[config.mk]
export PLATFORM = sky130hd
export DESIGN_NAME = oau_cmd_queue
export DESIGN_NICKNAME = d
export VERILOG_FILES = /design/src/oau_pkg.sv /design/src/oau_cmd_queue.sv
export VERILOG_INCLUDE_DIRS = /design/src /design/src/src
export SDC_FILE = /design/constraint.sdc
export NUM_CORES = 1
export LEC_CHECK = 0
export BUFFER_PORTS_ARGS = -buffer_cell sky130_fd_sc_hd__clkbuf_2
export CORE_MARGIN = 2
export CORE_UTILIZATION = 50
export DETAILED_ROUTE_END_ITERATION = 12
export GPL_TIMING_DRIVEN = 0
export PLACE_DENSITY = 0.82
export SLEW_MARGIN = 10
export SYNTH_ARGS = -nofsm -noshare
export SYNTH_HDL_FRONTEND = slang
export SYNTH_SLANG_ARGS = --single-unit
[constraint.sdc]
create_clock -name clk -period 5.9 [get_ports clk]
set_input_delay 0.295 -clock clk [delete_from_list [all_inputs] [get_ports clk]]
set_output_delay 0.295 -clock clk [all_outputs]
set_load 0.02 [all_outputs]
[src/operand_addressing_unit_core_defines.svh]
// assertion helpers shared by the operand access unit
`ifndef OPERAND_ADDRESSING_UNIT_CORE_DEFINES_SVH
`define OPERAND_ADDRESSING_UNIT_CORE_DEFINES_SVH

`ifndef SYNTHESIS

// implication checked on every clock edge outside reset
`define OAU_ASSERT(label, prop, msg) \
  label: assert property (@(posedge clk) disable iff (rst) (prop)) else $error(msg);

// condition that must never hold outside reset
`define OAU_ASSERT_NEVER(label, cond, msg) \
  label: assert property (@(posedge clk) disable iff (rst) !(cond)) else $error(msg);

`else

`define OAU_ASSERT(label, prop, msg)

`define OAU_ASSERT_NEVER(label, cond, msg)

`endif

`endif

[src/oau_pkg.sv]
`default_nettype none

package oau_pkg;

  localparam int NUM_REGS    = 16;
  localparam int MEM_WORDS   = 256;
  localparam int REG_AW      = $clog2(NUM_REGS);
  localparam int MEM_AW      = $clog2(MEM_WORDS);
  localparam int QUEUE_DEPTH = 2;
  localparam int QUEUE_AW    = $clog2(QUEUE_DEPTH);

  localparam int DATA_W  = 32;
  localparam int LIT_W   = 11;
  localparam int OPND_W  = 8;
  localparam int MODE_W  = 4;
  localparam int TDATA_W = 64;
  localparam int TUSER_W = 2;

  localparam logic [LIT_W-1:0] LIT_SIGN_BIT = 11'd1024;
  localparam logic [LIT_W-1:0] LIT_MAG_MASK = 11'd1023;

  localparam logic [MODE_W-1:0] MODE_REG        = 4'd0;
  localparam logic [MODE_W-1:0] MODE_LIT        = 4'd1;
  localparam logic [MODE_W-1:0] MODE_DIR        = 4'd2;
  localparam logic [MODE_W-1:0] MODE_IND        = 4'd3;
  localparam logic [MODE_W-1:0] MODE_IDX_LIT    = 4'd4;
  localparam logic [MODE_W-1:0] MODE_IDX_REG    = 4'd5;
  localparam logic [MODE_W-1:0] MODE_NONE       = 4'd6;
  localparam logic [MODE_W-1:0] MODE_RAW        = 4'd7;
  localparam logic [MODE_W-1:0] MODE_MDIR       = 4'd8;
  localparam logic [MODE_W-1:0] MODE_MIND       = 4'd9;
  localparam logic [MODE_W-1:0] MODE_MIDX_LIT   = 4'd10;
  localparam logic [MODE_W-1:0] MODE_MIDX_REG   = 4'd11;
  localparam logic [MODE_W-1:0] MODE_MDIR2      = 4'd12;
  localparam logic [MODE_W-1:0] MODE_MIND2      = 4'd13;
  localparam logic [MODE_W-1:0] MODE_MIDX_OP    = 4'd14;
  localparam logic [MODE_W-1:0] MODE_MIDX_OPREG = 4'd15;

  typedef enum logic [1:0] {
    KIND_SRC_RD = 2'd0,
    KIND_DST_RD = 2'd1,
    KIND_DST_WR = 2'd2,
    KIND_NOP    = 2'd3
  } kind_t;

  typedef enum logic [2:0] {
    ACT_IMM,
    ACT_REG,
    ACT_REG_WR,
    ACT_MEM_RD,
    ACT_MEM_WR
  } action_t;

  typedef enum logic [1:0] {
    OFF_NONE,
    OFF_IMM,
    OFF_REG
  } off_sel_t;

  typedef enum logic [1:0] {
    B_IDLE,
    B_ADDR,
    B_MEM
  } back_state_t;

  typedef struct packed {
    action_t             action;
    logic                base_reg;
    off_sel_t            off_sel;
    logic [REG_AW-1:0]   reg_a;
    logic [REG_AW-1:0]   reg_b;
    logic [LIT_W-1:0]    off_imm;
    logic [DATA_W-1:0]   imm;
    logic [DATA_W-1:0]   wdata;
  } cmd_t;

  function automatic logic [REG_AW-1:0] reg_idx(input logic [LIT_W-1:0] v);
    return REG_AW'(v % NUM_REGS);
  endfunction

  function automatic logic [MEM_AW-1:0] mem_idx(input logic [DATA_W-1:0] a);
    return MEM_AW'(a % MEM_WORDS);
  endfunction

endpackage

`default_nettype wire

[src/oau_cmd_queue.sv]
`default_nettype none

`include "operand_addressing_unit_core_defines.svh"

module oau_cmd_queue (
  input  wire logic          clk,
  input  wire logic          rst,
  input  wire logic          push,
  input  wire oau_pkg::cmd_t push_cmd,
  output      logic          full,
  input  wire logic          pop,
  output      logic          not_empty,
  output      oau_pkg::cmd_t head
);

  oau_pkg::cmd_t                 slots [oau_pkg::QUEUE_DEPTH];
  logic [oau_pkg::QUEUE_AW-1:0]  wr_ptr;
  logic [oau_pkg::QUEUE_AW-1:0]  rd_ptr;
  logic [oau_pkg::QUEUE_AW:0]    count;
  logic [oau_pkg::QUEUE_AW-1:0]  wr_ptr_next;
  logic [oau_pkg::QUEUE_AW-1:0]  rd_ptr_next;
  logic [oau_pkg::QUEUE_AW:0]    count_next;
  logic                          do_pop;

  assign full      = (count == (oau_pkg::QUEUE_AW + 1)'(oau_pkg::QUEUE_DEPTH));
  assign not_empty = (count != '0);
  assign head      = slots[rd_ptr];
  assign do_pop    = pop && not_empty;

  always_comb begin
    wr_ptr_next = wr_ptr;
    rd_ptr_next = rd_ptr;
    if (push) begin
      wr_ptr_next = (wr_ptr == oau_pkg::QUEUE_AW'(oau_pkg::QUEUE_DEPTH - 1)) ? '0 : wr_ptr + 1'b1;
    end
    if (do_pop) begin
      rd_ptr_next = (rd_ptr == oau_pkg::QUEUE_AW'(oau_pkg::QUEUE_DEPTH - 1)) ? '0 : rd_ptr + 1'b1;
    end
    count_next = count + (oau_pkg::QUEUE_AW + 1)'(push) - (oau_pkg::QUEUE_AW + 1)'(do_pop);
  end

  always_ff @(posedge clk) begin
    if (rst) begin
      wr_ptr <= '0;
      rd_ptr <= '0;
      count  <= '0;
    end else begin
      wr_ptr <= wr_ptr_next;
      rd_ptr <= rd_ptr_next;
      count  <= count_next;
    end
  end

  always_ff @(posedge clk) begin
    if (push) begin
      slots[wr_ptr] <= push_cmd;
    end
  end

  `OAU_ASSERT_NEVER(a_q_overflow, count > (oau_pkg::QUEUE_AW + 1)'(oau_pkg::QUEUE_DEPTH), "queue count above depth")

endmodule

`default_nettype wire

==> impl_metrics.toml <==
[drt]
drc = 0
drt-initial-drc-count = 193
viasPerCell = 4.89
ant_nets = 0
first_pass_iters = 4
wirelength_um = 11600
vias = 3399
routedWlPerCell_um = 16.6

[worst_setup_path]
critPathArrivalTime_ns = 1.74
r2r_start = "wr_ptr"
r2r_end = "slots[1][4]"
crit_path_end_kind = "primary output"
r2r_setup_slack_ns = 4.22
cp-endpoint = "head[70]"
path_class = "register to primary output"
r2r_cells = 2
critical_path_required_ns = 5.61
start_kind = "register"
worstPathMaxFanout = 10

[floorplan]
die_area_um2 = 14300
die_w_um = 120
chipHeight_um = 120
core_area_um2 = 13100
initial_utilization = 0.510
row_count = 42
ios = 184

[clock_tree]
htree_num_levels = 4
ctsResizeCount = 0
cts_inserted_buffers = 17
cts_setup_buffers = 0
cts_hold_buf = 0
root_buffer = "clkbuf_16"
clkTransAtPathRegs_ns = 0.06
cts_max_path_buffers = 2
clk_latency_ns = 0.42
tritoncts = "built"
clock-sinks = 183

[placed_design]
gp_congestion = 0.700
place_area_um2 = 7950
dpl.cell_count = 663
io_buffer_count = 183
dp_hpwl_um = 7930

[logic_synthesis]
ys_types = 15
synthCells = 300
yosysTopAreaCellShare = 0.798
synth_nets = 395
syn_area_um2 = 6700
synth_flop_cell = "edfxtp_1"
synth_edf_count = 178
ys_seq_elements = 183
synth_top_area_cell = "edfxtp_1"
async_flop_share = 0
ys_top_cells_by_area = "edfxtp_1 80%, mux2_2 14%, mux2_4 2.2%"
ys_warn_count = 0
syn_area_per_cell_um2 = 22.3
ys_seq_area_frac = 0.813

[grt]
track_usage = 0.162
antenna_found_initial = 0
grt_pass1_wl_um = 17300
grt_max_degree = 48
grt-ovfl-total = 0
grt_pass1_vias = 3512

[layout]
antennaDiodeCount = 0
nets = 601
drive_gt1_frac = 0.617
design_area_um2 = 8510
stdcell_count = 695
area_delta_synth_final_pct = 27.1
nFillCells = 972
finalCoreUtilization = 0.648

[power]
power_frac_seq = 0.459
powerDensity_nw_per_um2 = 397
leakage_nw = 3.28
pwr-share-comb = 0.227
p_sw_frac = 0.266
switchingPower_uw = 900
intPower_mw = 2.48
irDropWorstVdd_uv = 240
p_clk_frac = 0.315

[hold_path]
min_path_type = "primary input to register"
hold_start = "push_cmd[87]"

[sta]
setup_viol = 0
whs_ns = 0.0606
fmax_ghz = 0.492
period_needed_ns = 2.03
setup_tns_ns = 0
drv_slew = 0
rsz0062_at_grt = "false"
fin_crit_sh = 0.344
maxSlewHeadroom = 0.571
finalClockSkew_ns = 0.00511
hold_violations = 0
worst_pin_slew_ns = 0.643

[status]
status = "completed"

[flow_run]
drv_cap = 0
final cells by class:
class / instances / area [um^2] / area share
plain buffers: 10 / 68.8 / 0.00809
clock buffers: 18 / 429 / 0.0504
clock inverters: 14 / 135 / 0.0159
inverters: 2 / 7.51 / 0.000882
multi-input cells: 105 / 1180 / 0.139
flip-flops and latches: 183 / 5450 / 0.640
well taps: 176 / 220 / 0.0259
repair buffers: 187 / 1020 / 0.120
synth_stat cells (2+ instances only):
master / n
nor2b_1: 4
buf_2: 7
dfxtp_1: 5
mux2_4: 10
inv_1: 2
edfxtp_1: 178
nor2_1: 3
mux2_2: 81
ha_1: 2
buf_6: 3
stage by stage:
step / power (mW) / worst slack (ns)
after global placement: 2.33 / -0.880
after detailed placement: 2.35 / 4.11
final: 3.38 / 3.87
after floorplan: 2.10 / 1.08
after global routing: 3.51 / 3.80
after CTS: 3.42 / 3.83
worst min path at each step:
stage / end / slack, ns / cells after the start
after global placement: slots[0][15] / 0.48 / 1
final: slots[1][87] / 0.06 / 1
after floorplan: count[0] / 0.37 / 1
after global routing: slots[0][1] / 0.04 / 1
after detailed placement: slots[1][11] / 0.49 / 1
after CTS: slots[1][11] / 0.04 / 1
cell usage in the layout, fill, tap and decap left out:
| cell | n |
|---|---|
| clkinvlp_4 | 4 |
| mux2_2 | 81 |
| clkbuf_2 | 183 |
| buf_6 | 3 |
| ha_1 | 2 |
| clkinv_1 | 2 |
| edfxtp_1 | 178 |
| clkinv_2 | 4 |
| nor2b_4 | 1 |
| xnor2_1 | 1 |
| o21a_1 | 1 |
| clkbuf_16 | 17 |
| dfxtp_1 | 5 |
| mux2_4 | 10 |
| buf_2 | 7 |
| clkinv_4 | 2 |
| buf_16 | 3 |
| clkbuf_1 | 1 |
| buf_12 | 1 |
| and2_4 | 1 |
| nor2_1 | 3 |
| or2_2 | 1 |
| bufinv_16 | 2 |
| xnor3_1 | 1 |
| inv_1 | 2 |
| nor2b_1 | 3 |
worst max-delay path: stages (launching register included):
cell and delay (ns):
dfxtp_1 0.32, buf_6 0.15, buf_6 0.17, buf_6 0.19, mux2_4 0.32, clkbuf_2 0.16
sequential cells by signal (all words and copies together), names as in the netlist, named ones only:
register  count
wr_ptr        1
count         2
slots       178
rd_ptr        1
per-layer routing:
metal  wire (um)  up-vias  GRT usage  share of wire
met4         249        0     0.0713          0.022
met5           0        -          0              0
met1        4660     1645      0.192           0.40
met3         835       22     0.0580          0.072
met2        5810      123      0.269           0.50
li1            -     1609          -              -
cells by family after synthesis:
| kind of cell | Yosys count | share of synthesized area |
|---|---|---|
| flops | 183 | 0.813 |
| mux | 91 | 0.159 |
| buf+inv | 12 | 0.0114 |
| simple gates | 9 | 0.00729 |
| xor+xnor | 2 | 0.00467 |
| fa+ha+maj | 2 | 0.00374 |
| compound gates | 1 | 0.00112 |
power groups by stage:
stage	sequential, mW	clock [mW]	combinational, mW
global route	1.55	1.14	0.814
floorplan	1.58	0	0.528
CTS	1.55	1.09	0.779
finish	1.55	1.06	0.765
global placement	1.58	0	0.746
detailed placement	1.58	0	0.776
Note: power is estimated with default switching activity, not from simulation.
