### src/operand_addressing_unit_core_defines.svh
// assertion helpers shared by the operand access unit
`ifndef OPERAND_ADDRESSING_UNIT_CORE_DEFINES_SVH
`define OPERAND_ADDRESSING_UNIT_CORE_DEFINES_SVH

`ifndef SYNTHESIS

// implication checked on every clock edge outside reset
`define OAU_ASSERT(label, prop, msg) \
  label: assert property (@(posedge clk) disable iff (rst) (prop)) else $error(msg);

// condition that must never hold outside reset
`define OAU_ASSERT_NEVER(label, cond, msg) \
  label: assert property (@(posedge clk) disable iff (rst) !(cond)) else $error(msg);

`else

`define OAU_ASSERT(label, prop, msg)

`define OAU_ASSERT_NEVER(label, cond, msg)

`endif

`endif

### src/oau_pkg.sv
`default_nettype none

package oau_pkg;

  localparam int NUM_REGS    = 16;
  localparam int MEM_WORDS   = 256;
  localparam int REG_AW      = $clog2(NUM_REGS);
  localparam int MEM_AW      = $clog2(MEM_WORDS);
  localparam int QUEUE_DEPTH = 2;
  localparam int QUEUE_AW    = $clog2(QUEUE_DEPTH);

  localparam int DATA_W  = 32;
  localparam int LIT_W   = 11;
  localparam int OPND_W  = 8;
  localparam int MODE_W  = 4;
  localparam int TDATA_W = 64;
  localparam int TUSER_W = 2;

  localparam logic [LIT_W-1:0] LIT_SIGN_BIT = 11'd1024;
  localparam logic [LIT_W-1:0] LIT_MAG_MASK = 11'd1023;

  localparam logic [MODE_W-1:0] MODE_REG        = 4'd0;
  localparam logic [MODE_W-1:0] MODE_LIT        = 4'd1;
  localparam logic [MODE_W-1:0] MODE_DIR        = 4'd2;
  localparam logic [MODE_W-1:0] MODE_IND        = 4'd3;
  localparam logic [MODE_W-1:0] MODE_IDX_LIT    = 4'd4;
  localparam logic [MODE_W-1:0] MODE_IDX_REG    = 4'd5;
  localparam logic [MODE_W-1:0] MODE_NONE       = 4'd6;
  localparam logic [MODE_W-1:0] MODE_RAW        = 4'd7;
  localparam logic [MODE_W-1:0] MODE_MDIR       = 4'd8;
  localparam logic [MODE_W-1:0] MODE_MIND       = 4'd9;
  localparam logic [MODE_W-1:0] MODE_MIDX_LIT   = 4'd10;
  localparam logic [MODE_W-1:0] MODE_MIDX_REG   = 4'd11;
  localparam logic [MODE_W-1:0] MODE_MDIR2      = 4'd12;
  localparam logic [MODE_W-1:0] MODE_MIND2      = 4'd13;
  localparam logic [MODE_W-1:0] MODE_MIDX_OP    = 4'd14;
  localparam logic [MODE_W-1:0] MODE_MIDX_OPREG = 4'd15;

  typedef enum logic [1:0] {
    KIND_SRC_RD = 2'd0,
    KIND_DST_RD = 2'd1,
    KIND_DST_WR = 2'd2,
    KIND_NOP    = 2'd3
  } kind_t;

  typedef enum logic [2:0] {
    ACT_IMM,
    ACT_REG,
    ACT_REG_WR,
    ACT_MEM_RD,
    ACT_MEM_WR
  } action_t;

  typedef enum logic [1:0] {
    OFF_NONE,
    OFF_IMM,
    OFF_REG
  } off_sel_t;

  typedef enum logic [1:0] {
    B_IDLE,
    B_ADDR,
    B_MEM
  } back_state_t;

  typedef struct packed {
    action_t             action;
    logic                base_reg;
    off_sel_t            off_sel;
    logic [REG_AW-1:0]   reg_a;
    logic [REG_AW-1:0]   reg_b;
    logic [LIT_W-1:0]    off_imm;
    logic [DATA_W-1:0]   imm;
    logic [DATA_W-1:0]   wdata;
  } cmd_t;

  function automatic logic [REG_AW-1:0] reg_idx(input logic [LIT_W-1:0] v);
    return REG_AW'(v % NUM_REGS);
  endfunction

  function automatic logic [MEM_AW-1:0] mem_idx(input logic [DATA_W-1:0] a);
    return MEM_AW'(a % MEM_WORDS);
  endfunction

endpackage

`default_nettype wire

### src/oau_front.sv
`default_nettype none

module oau_front (
  input  wire logic                          s_tvalid,
  output      logic                          s_tready,
  input  wire logic [oau_pkg::TDATA_W-1:0]   s_tdata,
  input  wire logic [oau_pkg::TUSER_W-1:0]   s_tuser,
  input  wire logic                          q_full,
  output      logic                          push,
  output      oau_pkg::cmd_t                 cmd
);

  logic [oau_pkg::OPND_W-1:0] op1;
  logic [oau_pkg::OPND_W-1:0] op2;
  logic [oau_pkg::LIT_W-1:0]  lit;
  logic [oau_pkg::MODE_W-1:0] mode;
  logic [oau_pkg::DATA_W-1:0] wdata;
  logic [oau_pkg::LIT_W-1:0]  op1_ext;
  logic [oau_pkg::LIT_W-1:0]  op2_ext;
  logic [oau_pkg::DATA_W-1:0] lit_mag;
  logic [oau_pkg::DATA_W-1:0] lit_val;
  oau_pkg::kind_t             kind;
  oau_pkg::action_t           mem_act;

  assign op1   = s_tdata[7:0];
  assign op2   = s_tdata[15:8];
  assign lit   = s_tdata[26:16];
  assign mode  = s_tdata[30:27];
  assign wdata = s_tdata[62:31];
  assign kind  = oau_pkg::kind_t'(s_tuser);

  assign op1_ext = oau_pkg::LIT_W'(op1);
  assign op2_ext = oau_pkg::LIT_W'(op2);

  // sign-magnitude literal, negative zero reads as zero
  assign lit_mag = oau_pkg::DATA_W'(lit & oau_pkg::LIT_MAG_MASK);
  assign lit_val = ((lit & oau_pkg::LIT_SIGN_BIT) != '0) ? (32'd0 - lit_mag) : lit_mag;

  assign mem_act = (kind == oau_pkg::KIND_DST_WR) ? oau_pkg::ACT_MEM_WR : oau_pkg::ACT_MEM_RD;

  assign s_tready = !q_full;
  assign push     = s_tvalid && s_tready;

  always_comb begin
    cmd          = '0;
    cmd.action   = oau_pkg::ACT_IMM;
    cmd.base_reg = 1'b0;
    cmd.off_sel  = oau_pkg::OFF_NONE;
    cmd.reg_a    = oau_pkg::reg_idx(op1_ext);
    cmd.reg_b    = oau_pkg::reg_idx(lit);
    cmd.off_imm  = lit;
    cmd.imm      = '0;
    cmd.wdata    = wdata;
    unique case (kind)
      oau_pkg::KIND_SRC_RD: begin
        cmd.reg_a = oau_pkg::reg_idx(op2_ext);
        unique case (mode)
          oau_pkg::MODE_REG, oau_pkg::MODE_MDIR, oau_pkg::MODE_MIND,
          oau_pkg::MODE_MIDX_LIT, oau_pkg::MODE_MIDX_REG: begin
            cmd.action = oau_pkg::ACT_REG;
          end
          oau_pkg::MODE_LIT, oau_pkg::MODE_MDIR2, oau_pkg::MODE_MIND2,
          oau_pkg::MODE_MIDX_OP, oau_pkg::MODE_MIDX_OPREG: begin
            cmd.imm = lit_val;
          end
          oau_pkg::MODE_DIR: begin
            cmd.action = oau_pkg::ACT_MEM_RD;
            cmd.imm    = oau_pkg::DATA_W'(op2);
          end
          oau_pkg::MODE_IND: begin
            cmd.action   = oau_pkg::ACT_MEM_RD;
            cmd.base_reg = 1'b1;
          end
          oau_pkg::MODE_IDX_LIT: begin
            cmd.action   = oau_pkg::ACT_MEM_RD;
            cmd.base_reg = 1'b1;
            cmd.off_sel  = oau_pkg::OFF_IMM;
          end
          oau_pkg::MODE_IDX_REG: begin
            cmd.action   = oau_pkg::ACT_MEM_RD;
            cmd.base_reg = 1'b1;
            cmd.off_sel  = oau_pkg::OFF_REG;
          end
          default: begin
            cmd.imm = '0;
          end
        endcase
      end
      oau_pkg::KIND_DST_RD, oau_pkg::KIND_DST_WR: begin
        unique case (mode)
          oau_pkg::MODE_REG, oau_pkg::MODE_LIT, oau_pkg::MODE_DIR,
          oau_pkg::MODE_IND, oau_pkg::MODE_IDX_LIT, oau_pkg::MODE_IDX_REG: begin
            cmd.action = (kind == oau_pkg::KIND_DST_WR) ? oau_pkg::ACT_REG_WR
                                                         : oau_pkg::ACT_REG;
          end
          oau_pkg::MODE_RAW: begin
            cmd.imm = (kind == oau_pkg::KIND_DST_WR) ? '0 : oau_pkg::DATA_W'(lit);
          end
          oau_pkg::MODE_MDIR, oau_pkg::MODE_MDIR2: begin
            cmd.action = mem_act;
            cmd.imm    = oau_pkg::DATA_W'(op1);
          end
          oau_pkg::MODE_MIND, oau_pkg::MODE_MIND2: begin
            cmd.action   = mem_act;
            cmd.base_reg = 1'b1;
          end
          oau_pkg::MODE_MIDX_LIT: begin
            cmd.action   = mem_act;
            cmd.base_reg = 1'b1;
            cmd.off_sel  = oau_pkg::OFF_IMM;
          end
          oau_pkg::MODE_MIDX_REG: begin
            cmd.action   = mem_act;
            cmd.base_reg = 1'b1;
            cmd.off_sel  = oau_pkg::OFF_REG;
          end
          oau_pkg::MODE_MIDX_OP: begin
            cmd.action   = mem_act;
            cmd.base_reg = 1'b1;
            cmd.off_sel  = oau_pkg::OFF_IMM;
            cmd.off_imm  = op2_ext;
          end
          oau_pkg::MODE_MIDX_OPREG: begin
            cmd.action   = mem_act;
            cmd.base_reg = 1'b1;
            cmd.off_sel  = oau_pkg::OFF_REG;
            cmd.reg_b    = oau_pkg::reg_idx(op2_ext);
          end
          default: begin
            cmd.imm = '0;
          end
        endcase
      end
      oau_pkg::KIND_NOP: begin
        cmd.imm = '0;
      end
    endcase
  end

endmodule

`default_nettype wire

### config.mk
export PLATFORM = sky130hd
export DESIGN_NAME = oau_front
export DESIGN_NICKNAME = d
export VERILOG_FILES = /design/src/operand_addressing_unit_core_defines.svh /design/src/oau_pkg.sv /design/src/oau_front.sv
export SDC_FILE = /design/constraint.sdc
export NUM_CORES = 1
export LEC_CHECK = 0
export ABC_AREA = 1
export ABC_CLOCK_PERIOD_IN_PS = 1700
export BUFFER_PORTS_ARGS = -buffer_cell sky130_fd_sc_hd__buf_2
export CAP_MARGIN = 20
export CORE_MARGIN = 2
export CORE_UTILIZATION = 37
export DETAILED_ROUTE_END_ITERATION = 8
export PLACE_DENSITY_LB_ADDON = 0.2
export SETUP_SLACK_MARGIN = 0.5
export SYNTH_ARGS = -nofsm -noshare
export SYNTH_HDL_FRONTEND = slang
export SYNTH_SLANG_ARGS = --single-unit
### constraint.sdc
create_clock -name vclk -period 1.7
set_input_delay 0 -clock vclk [all_inputs]
set_output_delay 0 -clock vclk [all_outputs]
set_load 0.01 [all_outputs]
==> out/results.ini <==
[drt]
wl_per_cell_um=13.0
routed_wl_mm=4.92
vias=1892
drtPass1Iterations=4
viasPerCell=5.02
drc_errors=0
postRouteAntennaNets=0
drt_iter0_markers=54

[floorplan]
design.portCount=159
initial_core_util_pct=39.5
core_mm2=0.00374
num_rows=22
die_w_um=67.2
dieArea_mm2=0.00452
die_h_um=67.2

[setup_path]
path_delay_family=buffers and inverters
critical_path.cell_chain=buf_2 > inv_1 > ha_4 > nand2_4 > nor2_4 > buf_12 > nand2_2 > nand2_1 > o21ai_1 > buf_2
cpPeakStageDelay_ns=0.29
cp-start-kind=primary input
critical_path_class=in -> out
crit_buf_inv=4
worstPathRequired_ns=1.70
cp-end-kind=output pin
cp_data_arrival_time_ns=1.18
critPathSlowestCell=ha_4
crit_fanout=4
cpMostUsedCell=buf_2

[run]
drv_cap=0

[cells_and_area]
drive_gt1_share_pct=47.4
area_growth_syn_to_layout_pct=30.2
final_cells=377
multiInputGateArea_mm2=0.00111
seq_cells=0
final.fill_count=402
final_common_cell=buf_2
seq_area_um2=0
final_core_util_pct=51.4
final_cell_mix=buf_2, nand2_1, nand3_1
fin_nets=403
final.clkbuf_count=0
insertedDiodeCount=0

[sta]
max_slew_margin_pct=66.7
drv_slew=0
worst_pin_slew_ns=0.494
hold_viol=0
finalSetupViolations=0
holdWs_ns=0.00000446
fin_crit_ns=1.18
tns_ns=0
min_period_over_period_pct=69.7
fin_ws_ns=0.516
rsz0062_at_grt=yes
timing.fmax_mhz=844

[global_routing]
grt_pass1_wl_mm=6.49
antenna_found_initial=0
grt_usage_pct=17.7
grt_max_degree=20
grt_pass1_vias=1466
gr-total-overflow=0

[hold_path]
whs_endpoint=cmd[7]
whs_path_depth=0
min_path_type=in -> out
holdCritStartpoint=s_tdata[38]

[placed_design]
place_inst=363
hpwl_mm=3.38
port_buffers=94
dp_slack_ns=0.327
gp_congestion=0.933

[yosys]
synth_area_mm2=0.00148
ys_types=25
yosys_warnings=0
syn-mean-instance-area_um2=5.38
syn_nets=347
synth_cells=275
ys_seq_area_share_pct=0

[power]
share_comb_of_total_power_pct=100.0
p_leak_nw=1.12
power_frac_seq_pct=0
ir_worst_vdd_v=0.000116
pwr-share-clk_pct=0
p_per_area_mw_per_mm2=223
netSwitchingPower_mw=0.262
switching_share_pct=61.1
internal-power_mw=0.167

[clock_network]
ctsHoldBuffers=0

[run_status]
status=completed

==> synthesized netlist by cell type, drive strengths merged <==
cell type  number  area share, %
nor4            1            1.4
nand4           2           0.85
o21ai          25            8.7
o211ai          1           0.85
a32oi           1           0.59
ha              4            3.4
inv            36            9.1
nand3          29            9.8
a21oi           9            3.8
nor3            2           0.68
nor2           21            7.4
clkbuf          1           0.34
buf            56             29
nand2          86             24
xor2            1           0.59
==> power by group through the flow <==
stage	combinational [mW]	sequential (mW)	clock, mW
2_1_floorplan	0.298	0	0
3_3_place_gp	0.360	0	0
3_5_place_dp	0.360	0	0
4_1_cts	0.383	0	0
5_1_grt	0.470	0	0
6_report	0.429	0	0
==> metrics by stage <==
stage / total power [mW] / area (um^2)
after CTS: 0.383 / 1730
final: 0.429 / 1930
after detailed placement: 0.360 / 1610
after floorplan: 0.298 / 1490
after global routing: 0.470 / 1930
after global placement: 0.360 / 1610
==> worst max-delay path by stage <==
stage               cells past startpoint       start  endpoint
floorplan                               8  s_tuser[0]   cmd[44]
global placement                        8  s_tuser[0]   cmd[77]
detailed placement                      8  s_tuser[0]   cmd[78]
CTS                                     9  s_tuser[0]   cmd[86]
global route                           10  s_tuser[1]   cmd[74]
finish                                 10  s_tuser[1]   cmd[67]
==> routing by layer <==
| metal | part of all wire (%) | vias up | GRT usage [%] | routed length (um) |
|---|---|---|---|---|
| met4 | 0.89 | 0 | 3.06 | 44 |
| met2 | 48 | 113 | 30.7 | 2360 |
| met1 | 41 | 837 | 23.4 | 2010 |
| li1 | - | 934 | - | - |
| met3 | 10 | 8 | 2.33 | 493 |
| met5 | 0 | - | 0 | 0 |
==> logic make-up (layout without fill, tap and decap cells) <==
kind of cell	count (synthesis)	after routing	share of synthesized area, %
AO/OA/AOI/OAI	36	36	14.0
buffers and inverters	93	141	38.2
AND/OR/NAND/NOR	141	147	43.8
XOR/XNOR	1	1	0.592
adder cells (fa/ha/maj)	4	4	3.38
==> final cells by class <==
type               count  share of cell area [%]
multi-input cells    188                    57.9
repair buffers       105                    31.8
inverters             36                    7.15
well taps             48                    3.12
==> repair_timing <==
| action | CTS | global route |
|---|---|---|
| pin swaps | 4 | 8 |
| buffers inserted | 4 | 4 |
| gates resized for setup | 16 | 35 |
| gates cloned | 2 | 4 |
| endpoints found under the setup margin | 38 | 45 |
No activity file was read; power rests on OpenSTA's default activity.
